## src/rtl/orthonormal_frame_from_direction_defines.svh

```systemverilog
// Assertion macros included by the top-level RTL of the frame block.
// Each macro expects signals named clk and rst in the module that uses it.
`ifndef ORTHONORMAL_FRAME_FROM_DIRECTION_DEFINES_SVH
`define ORTHONORMAL_FRAME_FROM_DIRECTION_DEFINES_SVH

// Same-cycle implication, disabled while reset is high.
`define OFD_ASSERT_NOW(label, ante, cons, msg) \
  label: assert property (@(posedge clk) disable iff (rst) (ante) |-> (cons)) \
    else $error(msg);

// Next-cycle implication, disabled while reset is high.
`define OFD_ASSERT_NEXT(label, ante, cons, msg) \
  label: assert property (@(posedge clk) disable iff (rst) (ante) |=> (cons)) \
    else $error(msg);

`endif

```

## src/rtl/ofd_skid.sv

```systemverilog
`default_nettype none

// Two-entry output buffer. The pipeline advances whenever a slot is free.
module ofd_skid #(
  parameter int W = 8
) (
  input  wire logic         clk,
  input  wire logic         rst,
  input  wire logic         in_valid,
  input  wire logic [W-1:0] in_data,
  output logic              room,
  output logic              out_valid,
  input  wire logic         out_ready,
  output logic [W-1:0]      out_data
);

  logic [W-1:0] slot [2];
  logic         wr_ptr;
  logic         rd_ptr;
  logic [1:0]   cnt;
  logic         push;
  logic         pop;

  assign room      = (cnt != 2'd2);
  assign push      = in_valid && room;
  assign out_valid = (cnt != 2'd0);
  assign pop       = out_valid && out_ready;
  assign out_data  = slot[rd_ptr];

  always_ff @(posedge clk) begin
    if (rst) begin
      wr_ptr <= 1'b0;
      rd_ptr <= 1'b0;
      cnt    <= 2'd0;
    end else begin
      if (push) begin
        wr_ptr <= ~wr_ptr;
      end
      if (pop) begin
        rd_ptr <= ~rd_ptr;
      end
      cnt <= cnt + 2'(push) - 2'(pop);
    end
  end

  always_ff @(posedge clk) begin
    if (push) begin
      slot[wr_ptr] <= in_data;
    end
  end

endmodule

`default_nettype wire

```

## config.mk

```make
export PLATFORM = sky130hd
export DESIGN_NAME = ofd_skid
export DESIGN_NICKNAME = d
export VERILOG_FILES = /design/src/rtl/orthonormal_frame_from_direction_defines.svh /design/src/rtl/ofd_skid.sv
export SDC_FILE = /design/constraint.sdc
export NUM_CORES = 1
export LEC_CHECK = 0
export ABC_AREA = 1
export BUFFER_PORTS_ARGS = -buffer_cell sky130_fd_sc_hd__buf_2
export CORE_ASPECT_RATIO = 0.9
export CORE_MARGIN = 3
export CORE_UTILIZATION = 54
export DETAILED_ROUTE_END_ITERATION = 16
export PLACE_DENSITY = 0.81
export SYNTH_ARGS = -nofsm -noshare
export SYNTH_HDL_FRONTEND = slang
export SYNTH_SLANG_ARGS = --single-unit
```

## constraint.sdc

```tcl
create_clock -name clk -period 4.1 [get_ports clk]
set_clock_uncertainty 0.1 [all_clocks]
set_input_delay 0.82 -clock clk [delete_from_list [all_inputs] [get_ports clk]]
set_output_delay 0.82 -clock clk [all_outputs]
set_load 0.1 [all_outputs]
```

# After elaboration in Yosys (flattened, before gate mapping)
# Memories as Yosys holds them, arrays and structs flattened. A register that Yosys moved wholly into a read port is not among the register bits.
# Cells that the tools add are included.
# word_totals
output_inout_bits	10
n_memories	1
rom_bits	0
register_bits	4
mem_bits_rw	16
inputBits	12
latchBits	0
elab_cells	16
# op_classes
n_eq_ne	1
bitwise	2
shift	0
n_addsub	2
div	0
n_mul	0
n_reduce_logical	3
magnitude_cmp	0
muxes	4
# memory_table
name	depth	word_bits	rd	rd_ports_with_merged_regs	write_ports	line	text
slot	2	8	1	1	1	ofd_skid.sv:17	logic [W-1:0] slot [2];
# ops
op	count
1-bit two-way mux	4
2-bit by 1-bit adder with 2-bit output	1
1-bit logical AND	2
2-bit inequality test (second input constant)	1
1-bit NOT	2
2-bit nonzero test	1
2-bit by 1-bit subtractor with 2-bit output	1

# Logic depth before layout (Yosys ltp)
# depth
ltp_word	4
mapped_depth	11

# Least setup slack after synthesis
# OpenSTA, ideal clock, no wires.
# synth_path
path_type	register -> register
startpoint	register cnt[0]
endpoint	register cnt[1]
arrival_time_ns	1.735
setup_slack_ns	2.150
path_stages_with_launch	11
path_buffers	0
cell_sequence	dfxtp_1 > inv_1 > nand2_2 > nand2_1 > ha_1 > inv_1 > ha_1 > inv_1 > nand2_1 > a21oi_1 > nor2_1
# synth_between
elab_chain_len	4
elab_cells_between_ends	6
cone_classes	2 x add/sub; 1 x eq/ne; 3 x reduce/logical
# synth_lines
item	line	text
from (decl)	ofd_skid.sv:20	logic [1:0] cnt;
from (signal assigned)	ofd_skid.sv:42	cnt <= cnt + 2'(push) - 2'(pop);
2-bit inequality test	ofd_skid.sv:24	assign room = (cnt != 2'd2);
via room	ofd_skid.sv:11	output logic room,
1-bit logical AND	ofd_skid.sv:25	assign push = in_valid && room;
2-bit by 1-bit adder with 2-bit output	ofd_skid.sv:42	
2-bit by 1-bit subtractor with 2-bit output	ofd_skid.sv:42	
# The timed path passes the listed nets, and every way through them passes these cells.
# A chain may end at the register's enable or synchronous reset.

==> results.toml <==
[status]
outcome = "finished, final reports clean"

[clock_tree]
cts_tree = "yes"
clock_path_buffers = 2
post-cts-setup-buffers = 0
ctsHoldBuffers = 0
cts_resized = 0
cts-root-buf = "clkbuf_4"
numCtsBuffers = 3
clkTransAtPathRegs_ps = 100
clk_latency_ps = 290
htreeDepth = 1
cts.sinks = 21

[sta]
worst_pin_slew_ps = 681
timing.final.hold_violations = 0
period_share_pct = 61.3
finalCriticalPeriod_ps = 2510
setup_ws_ps = 1590
drv_slew = 0
tns_ps = 0
relSlewSlack_pct = 54.4
rsz0062_at_grt = "false"
setup_viol_count_final = 0
fmax_mhz = 398

[synth]
synth_edf_count = 16
yosys-top-cells-count = "16 x edfxtp_1, 8 x inv_1, 8 x mux2_4"
netlist_area_um2 = 876
syn_avg_cell_area_um2 = 14.1
synthArstFlopShare_pct = 0
yosys_most_used_dff = "edfxtp_1"
synth.top_cell.area_share_pct = 54.9
ys_top_cells_by_area = "edfxtp_1 55%, mux2_4 14%, dfxtp_1 11%"
yosysTopAreaCell = "edfxtp_1"
yosys_warnings = 0
post-synth-top-count-cell = "edfxtp_1"
yosysSeqAreaShare_pct = 66.3
ys_ff_latch = 21
syn_inst = 62
syn-num-nets = 76
yosysUniqueCellTypes = 14

[detailed_routing]
drt_iter0_drc = 4
post-route-drc-count = 0
drt-pass1-iter-count = 4
vias_per_cell = 4.78
num_vias = 516
drtAntennaViolNets = 0
wl_per_cell_um = 12.0
wl_um = 1300

[global_route]
grt_pass1_vias = 536
grt_max_degree = 12
grt_overflow = 0
grt_pass1_wl_um = 2240
antenna_found_initial = 0
grtUsageTotal_pct = 14.6

[die]
dieHeight_um = 44.2
dieWidth_um = 48.5
core_area_um2 = 1480
initial_core_util_pct = 59.2
die-area_um2 = 2140
row_count = 13
boundaryPins = 22

[critical_path]
required_ps = 3180
cp_max_fo = 8
critPathKind = "reg2out"
worstSetupEndpointType = "primary output"
r2r_slack_ps = 2450
worstPathArrival_ps = 1590
worstSetupStartpointType = "flop"

[placed_design]
place.gp.congestion = 0.701
hpwl_um = 1010
dpl_cell_area_um2 = 997
dp_cells = 104
portBuffers = 21
pre_cts_ws_ps = 1910

[layout]
final_cells = 108
final_area_um2 = 1020
drive_above_1_share_pct = 43.0
area_delta_synth_final_pct = 16.9
fin_nets = 101
diodes = 0

[run]
cap_viol_max_count = 0

[worst_hold_path]
hp-class = "reg2reg"
## metrics by stage
stage               util [%]  hold WS [ps]
floorplan                  -           367
finish                  69.1           438
detailed placement      67.4           427
global route            69.1           464
CTS                     69.1           447
global placement        67.4           386
## cell families (layout without fill, tap and decap cells)
logic type / after synthesis / after routing / synth area share [%]
and+or+nand+nor: 20 / 20 / 11.3
AOI/OAI and AO/OA: 2 / 2 / 1.14
adders and majority gates: 2 / 2 / 2.86
muxes: 8 / 8 / 13.7
buffers and inverters: 9 / 33 / 4.71
DFF: 21 / 21 / 66.3
## flip-flops by register name (all words and copies together), names as in the netlist, named ones only
signal / cells
wr_ptr: 1
slot: 16
rd_ptr: 1
cnt: 2
## cell usage in the layout (no fill, tap or decap)
cell type,Yosys,routed
a21oi_1,2,2
buf_2,0,21
clkbuf_1,0,1
clkbuf_4,0,3
dfxtp_1,5,5
edfxtp_1,16,16
ha_1,2,2
inv_1,8,8
mux2_4,8,8
nand2_1,6,6
nand2_2,2,2
nand3_1,2,2
nand3_2,1,1
nor2_1,7,7
nor2_2,1,1
nor2_4,1,1
## final cells by class
cell class / instances / area [um2]
Multi-Input combinational cell: 32 / 254
Timing Repair Buffer: 21 / 105
Fill cell: 116 / 457
Clock buffer: 4 / 26.3
Inverter: 8 / 30.0
Sequential cell: 21 / 581
Tap cell: 22 / 27.5
## worst paths after layout
check / cells past startpoint / from / to
max reg2reg: 10 / cnt[0]$_SDFF_PP0_ / cnt[1]$_SDFF_PP0_
min: 2 / rd_ptr$_SDFFE_PP0P_ / rd_ptr$_SDFFE_PP0P_
min reg2reg: 2 / rd_ptr$_SDFFE_PP0P_ / rd_ptr$_SDFFE_PP0P_
max: 2 / flop / out_data[0]
## critical path, cell delays in order, from the launching register on
cell and delay (ps):
dfxtp_1 640, mux2_4 240, buf_2 410
## layer usage
metal	up-vias	GRT usage, %	routed length [um]	share of wire (%)
met5	-	0	0	0
met4	0	10.2	10	0.77
met3	2	4.71	68	5.2
met2	13	25.8	698	54
met1	244	15.2	523	40
li1	257	-	-	-
Power is not shown: default switching activity piles up to over one toggle a cycle in this logic, so the estimate is an artifact.
