## src/rtl/orthonormal_frame_from_direction_defines.svh

```systemverilog
// Assertion macros included by the top-level RTL of the frame block.
// Each macro expects signals named clk and rst in the module that uses it.
`ifndef ORTHONORMAL_FRAME_FROM_DIRECTION_DEFINES_SVH
`define ORTHONORMAL_FRAME_FROM_DIRECTION_DEFINES_SVH

// Same-cycle implication, disabled while reset is high.
`define OFD_ASSERT_NOW(label, ante, cons, msg) \
  label: assert property (@(posedge clk) disable iff (rst) (ante) |-> (cons)) \
    else $error(msg);

// Next-cycle implication, disabled while reset is high.
`define OFD_ASSERT_NEXT(label, ante, cons, msg) \
  label: assert property (@(posedge clk) disable iff (rst) (ante) |=> (cons)) \
    else $error(msg);

`endif

```

## src/rtl/ofd_sqrt.sv

```systemverilog
`default_nettype none

// Pipelined integer square root, one root bit per stage, floor result.
module ofd_sqrt #(
  parameter int IN_W   = 64,
  parameter int SIDE_W = 1
) (
  input  wire logic              clk,
  input  wire logic              rst,
  input  wire logic              en,
  input  wire logic              in_valid,
  input  wire logic [IN_W-1:0]   in_rad,
  input  wire logic [SIDE_W-1:0] in_side,
  output logic                   out_valid,
  output logic [IN_W/2-1:0]      out_root,
  output logic [SIDE_W-1:0]      out_side
);

  localparam int OW = IN_W / 2;
  localparam int RW = OW + 3;

  logic              vld  [OW];
  logic [RW-1:0]     rem  [OW];
  logic [OW-1:0]     root [OW];
  logic [IN_W-1:0]   rad  [OW];
  logic [SIDE_W-1:0] side [OW];

  for (genvar k = 0; k < OW; k++) begin : g_stage
    logic              p_vld;
    logic [RW-1:0]     p_rem;
    logic [OW-1:0]     p_root;
    logic [IN_W-1:0]   p_rad;
    logic [SIDE_W-1:0] p_side;
    logic [RW-1:0]     cat;
    logic [RW-1:0]     trial;
    logic              take;

    if (k == 0) begin : g_first
      assign p_vld  = in_valid;
      assign p_rem  = '0;
      assign p_root = '0;
      assign p_rad  = in_rad;
      assign p_side = in_side;
    end else begin : g_next
      assign p_vld  = vld[k-1];
      assign p_rem  = rem[k-1];
      assign p_root = root[k-1];
      assign p_rad  = rad[k-1];
      assign p_side = side[k-1];
    end

    // The partial remainder never exceeds twice the partial root.
    assign cat   = {p_rem[RW-3:0], p_rad[IN_W-1 -: 2]};
    assign trial = RW'({p_root, 2'b01});
    assign take  = (cat >= trial);

    always_ff @(posedge clk) begin
      if (rst) begin
        vld[k] <= 1'b0;
      end else if (en) begin
        vld[k] <= p_vld;
      end
    end

    always_ff @(posedge clk) begin
      if (en) begin
        rem[k]  <= take ? (cat - trial) : cat;
        root[k] <= {p_root[OW-2:0], take};
        rad[k]  <= {p_rad[IN_W-3:0], 2'b00};
        side[k] <= p_side;
      end
    end
  end

  assign out_valid = vld[OW-1];
  assign out_root  = root[OW-1];
  assign out_side  = side[OW-1];

endmodule

`default_nettype wire

```

## config.mk

```make
export PLATFORM = sky130hd
export DESIGN_NAME = ofd_sqrt
export DESIGN_NICKNAME = d
export VERILOG_FILES = /design/src/rtl/orthonormal_frame_from_direction_defines.svh /design/src/rtl/ofd_sqrt.sv
export SDC_FILE = /design/constraint.sdc
export NUM_CORES = 2
export LEC_CHECK = 0
export BUFFER_PORTS_ARGS = -buffer_cell sky130_fd_sc_hd__buf_2
export CORE_ASPECT_RATIO = 2
export CORE_UTILIZATION = 35
export CTS_CLUSTER_SIZE = 14
export DETAILED_ROUTE_END_ITERATION = 6
export PLACE_DENSITY = 0.56
export REMOVE_ABC_BUFFERS = 1
export SETUP_SLACK_MARGIN = 0.2
export SLEW_MARGIN = 20
export SYNTH_ARGS = -nofsm -noshare
export SYNTH_HDL_FRONTEND = slang
export SYNTH_MEMORY_MAX_BITS = 65536
export SYNTH_SLANG_ARGS = --single-unit
```

## constraint.sdc

```tcl
create_clock -name clk -period 3.5 [get_ports clk]
set_clock_uncertainty 0.2 [all_clocks]
set_input_delay 0.175 -clock clk [delete_from_list [all_inputs] [get_ports clk]]
set_output_delay 0.175 -clock clk [all_outputs]
set_load 0.005 [all_outputs]
```

## Word-level counts from Yosys, hierarchy flattened

Memory sizes are Yosys's and may differ from the RTL's.
Cells that the tools add are included.
W data, S select, Z words.

- Add/sub/neg operators: 32
- Order comparisons: 32
- Muxes and demuxes: 70
- Bitwise gates (word level): 32

Operators with widths:

| operator | count |
|---|---|
| $mux W35 | 32 |
| $ge A35 B34 Y1 | 31 |
| $sub A35 B34 Y35 | 31 |
| $mux W1 | 38 |
| $or A1 B1 Y1 | 32 |
| $sub A2 B1 Y3 const B | 1 |
| $ge A2 B1 Y1 const B | 1 |

- Bits in registers: 0
- Bits in writable memories: 4192
- Input bits: 69
- Output and inout port bits: 34
- Word-level logic and storage cells: 171
- Memories kept: 5

Memories:

| name | depth | width | read ports | clocked after memory_dff | wr ports | line | RTL |
|---|---|---|---|---|---|---|---|
| rad | 32 | 62 | 31 | 0 | 32 | ofd_sqrt.sv:25 | `logic [IN_W-1:0] rad [OW];` |
| rem | 32 | 35 | 31 | 0 | 32 | ofd_sqrt.sv:23 | `logic [RW-1:0] rem [OW];` |
| root | 32 | 32 | 32 | 0 | 32 | ofd_sqrt.sv:24 | `logic [OW-1:0] root [OW];` |
| side | 32 | 1 | 32 | 0 | 32 | ofd_sqrt.sv:26 | `logic [SIDE_W-1:0] side [OW];` |
| vld | 32 | 1 | 32 | 0 | 32 | ofd_sqrt.sv:22 | `logic vld [OW];` |

## Depth between registers and ports, before layout

- Word-level depth: 4
- Mapped depth: 14
- Gate-level depth less buffers: 13

## Worst setup path before layout

No wires, ideal clock.

- Path kind: register -> register
- Start point: memory rem[1][282] (netlist name)
- End point: memory rem[1][347] (netlist name) (data pin)
- Library setup time: 0.260 ns
- Arrival: 3.162 ns
- Data required time: 3.040 ns
- Path slack: -0.122 ns
- Stages on the path, launching flop included: 12
- Buffers on the path: 1
- Period minus slack after synthesis: 3.622 ns
- Cell sequence: edfxtp_1 ha_1 or3_1 o22ai_1 nor3_1 or4_1 o22ai_1 o31ai_1 a31oi_1 buf_2 nor2_1 mux2_2

RTL lines:

| what | line |
|---|---|
| start: declaration | ofd_sqrt.sv:23 |

==> impl_metrics.yaml <==
run_status:
  outcome: "finished, violations left"
  violations: "setup timing"
global_routing:
  grt_pass1_wl_um: 482000
  grt_start_max_net_pins: 104
  track_usage_pct: 18.8
  grt-ovfl-total: 0
  grt_pass1_vias: 84500
  antenna_found_initial: 17
critical_path:
  crit_fanout: 5
  arrival_ns: 4.06
  worstRegToRegCells: 14
  worstSetupPathType: "register to register"
  slowest_stage: "o41a_1"
  crit_chain: "inv_1, ha_4, or3_4, o22ai_4, buf_6, nor2_4, o41a_1, a211oi_2, buf_4, o31a_1, o31a_1, buf_6, buf_12, mux2_4"
  max_stage_delay_ns: 0.46
  crit_required_ns: 3.93
  cp-end-kind: "register"
  cp-start-kind: "register"
timing:
  setup_ws_ns: -0.132
  holdWs_ns: 0.176
  fmax_mhz: 275
  tns_ns: -3.66
  post-route-min-period_ns: 3.63
  report.final.slew_viol_count: 0
  relSlewSlack_pct: 16.7
  finalSetupViolCount: 79
  rsz0062_at_grt: "yes"
  final_hold_viol_count: 0
  fin_crit_sh_pct: 104
  worstMarginPinSlew_ns: 1.24
logic_synthesis:
  synth_edf_count: 2558
  ys_ff_latch: 2558
  synth-async-reset-ratio_pct: 0
  yosysSeqAreaShare_pct: 64.8
  syn_area_sq_um: 119000
  yosys_warnings: 0
  avgSynthCellArea_sq_um: 13.0
  ys.flop_type: "edfxtp_1"
  netlist-cell-type-count: 86
  synthCells: 9155
power:
  max-vdd-ir-drop_uv: 593
  finalPower_uw: 95100
  seq_power_share_pct: 43.5
  pwr_density_cell_nw_per_um2: 619
  clkPwrFrac_pct: 28.0
  p_leak_uw: 0.0598
  sw_frac_of_total_pct: 30.5
  combPwrFrac_pct: 28.5
  p_switching_uw: 29000
  intPower_uw: 66100
placed_design:
  place_inst: 14700
  portBuffers: 102
  post-dp-hpwl_um: 240000
  place_congestion: 0.967
clock_tree:
  cts.root.buffer_cell: "clkbuf_16"
  cts.sinks: 2558
  clk_latency_ns: 0.97
  clockBufferDepth: 4
  path_clk_slew_ns: 0.06
  cts-buffers-inserted: 246
  cts_tree: "yes"
  ctsHtreeMaxLevel: 4
layout:
  final_util_pct: 45.7
  syn2layout_area_growth_pct: 29.5
  drive_above_1_share_pct: 26.9
  fill_cells: 29800
  multi_input_area_sq_um: 44200
  regArea_sq_um: 76800
  num-nets-final: 11700
  final_cells: 15800
detailed_routing:
  wl_per_cell_um: 21.1
  drtPass1Iterations: 5
  drt_wl_total_um: 333000
  vias_per_cell: 5.07
  drc: 0
  vias: 79800
  initialDrtViolationCount: 3788
  ant_nets: 0
floorplan:
  core_sq_um: 336000
  rows: 301
  fp.dieW_um: 414
  die_h_um: 825
  start_util_pct: 35.3
  ioPinCount: 103
  fp.dieArea_sq_um: 341000
min_path:
  hold_depth: 0
  hp-class: "register to register"
job:
  cap_viol_max_count: 0
==> final timing paths <==
path	start	end	slack (ns)
setup / recovery	root[4][98]	rem[1][144]	-0.13
setup reg to reg	root[4][98]	rem[1][144]	-0.13
hold / removal	rad[5][172]	rad[5][236]	0.18
hold reg to reg	rad[5][172]	rad[5][236]	0.18
==> power by group through the flow <==
stage	clock, uW	combinational, uW	sequential [uW]
after global routing	28400	29100	41700
final	26600	27100	41300
after CTS	27500	25400	41200
after detailed placement	0	22900	41800
after global placement	0	22500	41700
after floorplan	0	13200	40700
==> critical path, delay by kind of cell (launching register included) <==
family	cells	cell delay [ns]
flip-flops	1	0.37
buffers and inverters	5	0.67
multiplexers	1	0.31
adder cells (fa/ha/maj)	1	0.16
AND/OR/NAND/NOR	2	0.42
AO/OA/AOI/OAI	5	1.24
==> state kept, by name (all words and copies together) (netlist names) <==
register,flops
vld,32
rad,992
root,528
rem,974
side,32
==> layer usage <==
metal | vias to the layer above | share of wire, % | global-route usage [%]
li1 | 37900 | - | -
met2 | 1743 | 59 | 39.5
met5 | - | 0.0036 | 0
met3 | 1162 | 2.8 | 2.32
met1 | 39100 | 26 | 13.3
met4 | 2 | 12 | 18.1
==> cells by family after synthesis <==
| logic type | after synthesis | share of synthesized area (%) |
|---|---|---|
| other | 1 | 0.00316 |
| adder cells (fa/ha/maj) | 561 | 5.92 |
| AO/OA/AOI/OAI | 1905 | 10.1 |
| XOR/XNOR | 796 | 5.88 |
| AND/OR/NAND/NOR | 2381 | 9.85 |
| multiplexers | 73 | 0.685 |
| flip-flops | 2558 | 64.8 |
| buffers and inverters | 880 | 2.80 |
==> metrics by stage <==
stage                     worst slack [ns]  instance area (sq um)
after floorplan                      -2.31                 118000
after global placement               -1.05                 134000
after detailed placement             -1.03                 134000
after CTS                          -0.0956                 149000
after global routing                -0.191                 154000
final                               -0.132                 154000
==> placed cells by master (no fill, tap or decap), drive strengths merged, types with 65 or more instances in the layout <==
master / Yosys / final
a21o: 294 / 294
a21oi: 514 / 514
buf: 22 / 1699
clkbuf: 172 / 308
clkinv: 2 / 102
diode: 0 / 109
dlygate4sd3: 0 / 136
edfxtp: 2558 / 2558
ha: 561 / 561
inv: 684 / 687
mux2: 65 / 65
nand2: 655 / 655
nand2b: 103 / 103
nand3: 140 / 140
nand4: 89 / 89
nor2: 541 / 541
nor2b: 78 / 78
nor3: 248 / 248
nor4: 117 / 117
o21a: 107 / 107
o21ai: 522 / 522
o31ai: 77 / 77
or3: 97 / 97
or4: 69 / 69
xnor2: 371 / 371
xor2: 425 / 425
==> cells in the mapped netlist (14+ instances only) <==
master,number,share of area (%)
nand2b_1,103,0.54
a21o_1,294,1.9
o31a_1,16,0.12
nor2b_1,78,0.41
o31ai_1,77,0.49
nand4_1,89,0.47
and2_1,56,0.30
and3_1,55,0.29
clkbuf_1,172,0.54
nor2_1,540,1.7
o21ai_0,517,2.2
a211o_1,27,0.20
nand3_1,140,0.59
a21boi_0,15,0.095
a31o_2,15,0.11
o211ai_1,25,0.16
edfxtp_1,2558,65
nor3_1,246,1.0
xnor2_1,371,2.7
a211oi_1,48,0.30
nand2_1,655,2.1
ha_1,561,5.9
and4_1,14,0.10
o22ai_1,15,0.079
or3_1,97,0.51
a21oi_1,513,2.2
o21a_1,107,0.68
inv_1,682,2.2
mux2_2,65,0.62
or2_2,61,0.32
or4_1,69,0.44
a31oi_1,52,0.27
o21bai_1,38,0.24
nor4_1,117,0.62
xor2_1,425,3.1
==> layout make-up <==
class,instances,area share (%)
antenna,109,0.178
clock buffer,291,4.13
clock inverter,142,0.944
inverter,686,1.70
multi-input combinational,5719,28.8
sequential,2558,50.0
tap,4393,3.58
timing repair buffer,1853,10.7
==> timing repair <==
item / CTS / global route
pin swaps: 280 / 230
hold buffers: 136 / 0
resized for setup: 867 / 570
gates cloned: 24 / 20
setup buffers: 172 / 125
setup endpoints to repair: 810 / 770
endpoints found under the hold margin: 859 / 0
Power figures use the tool's default switching activity.
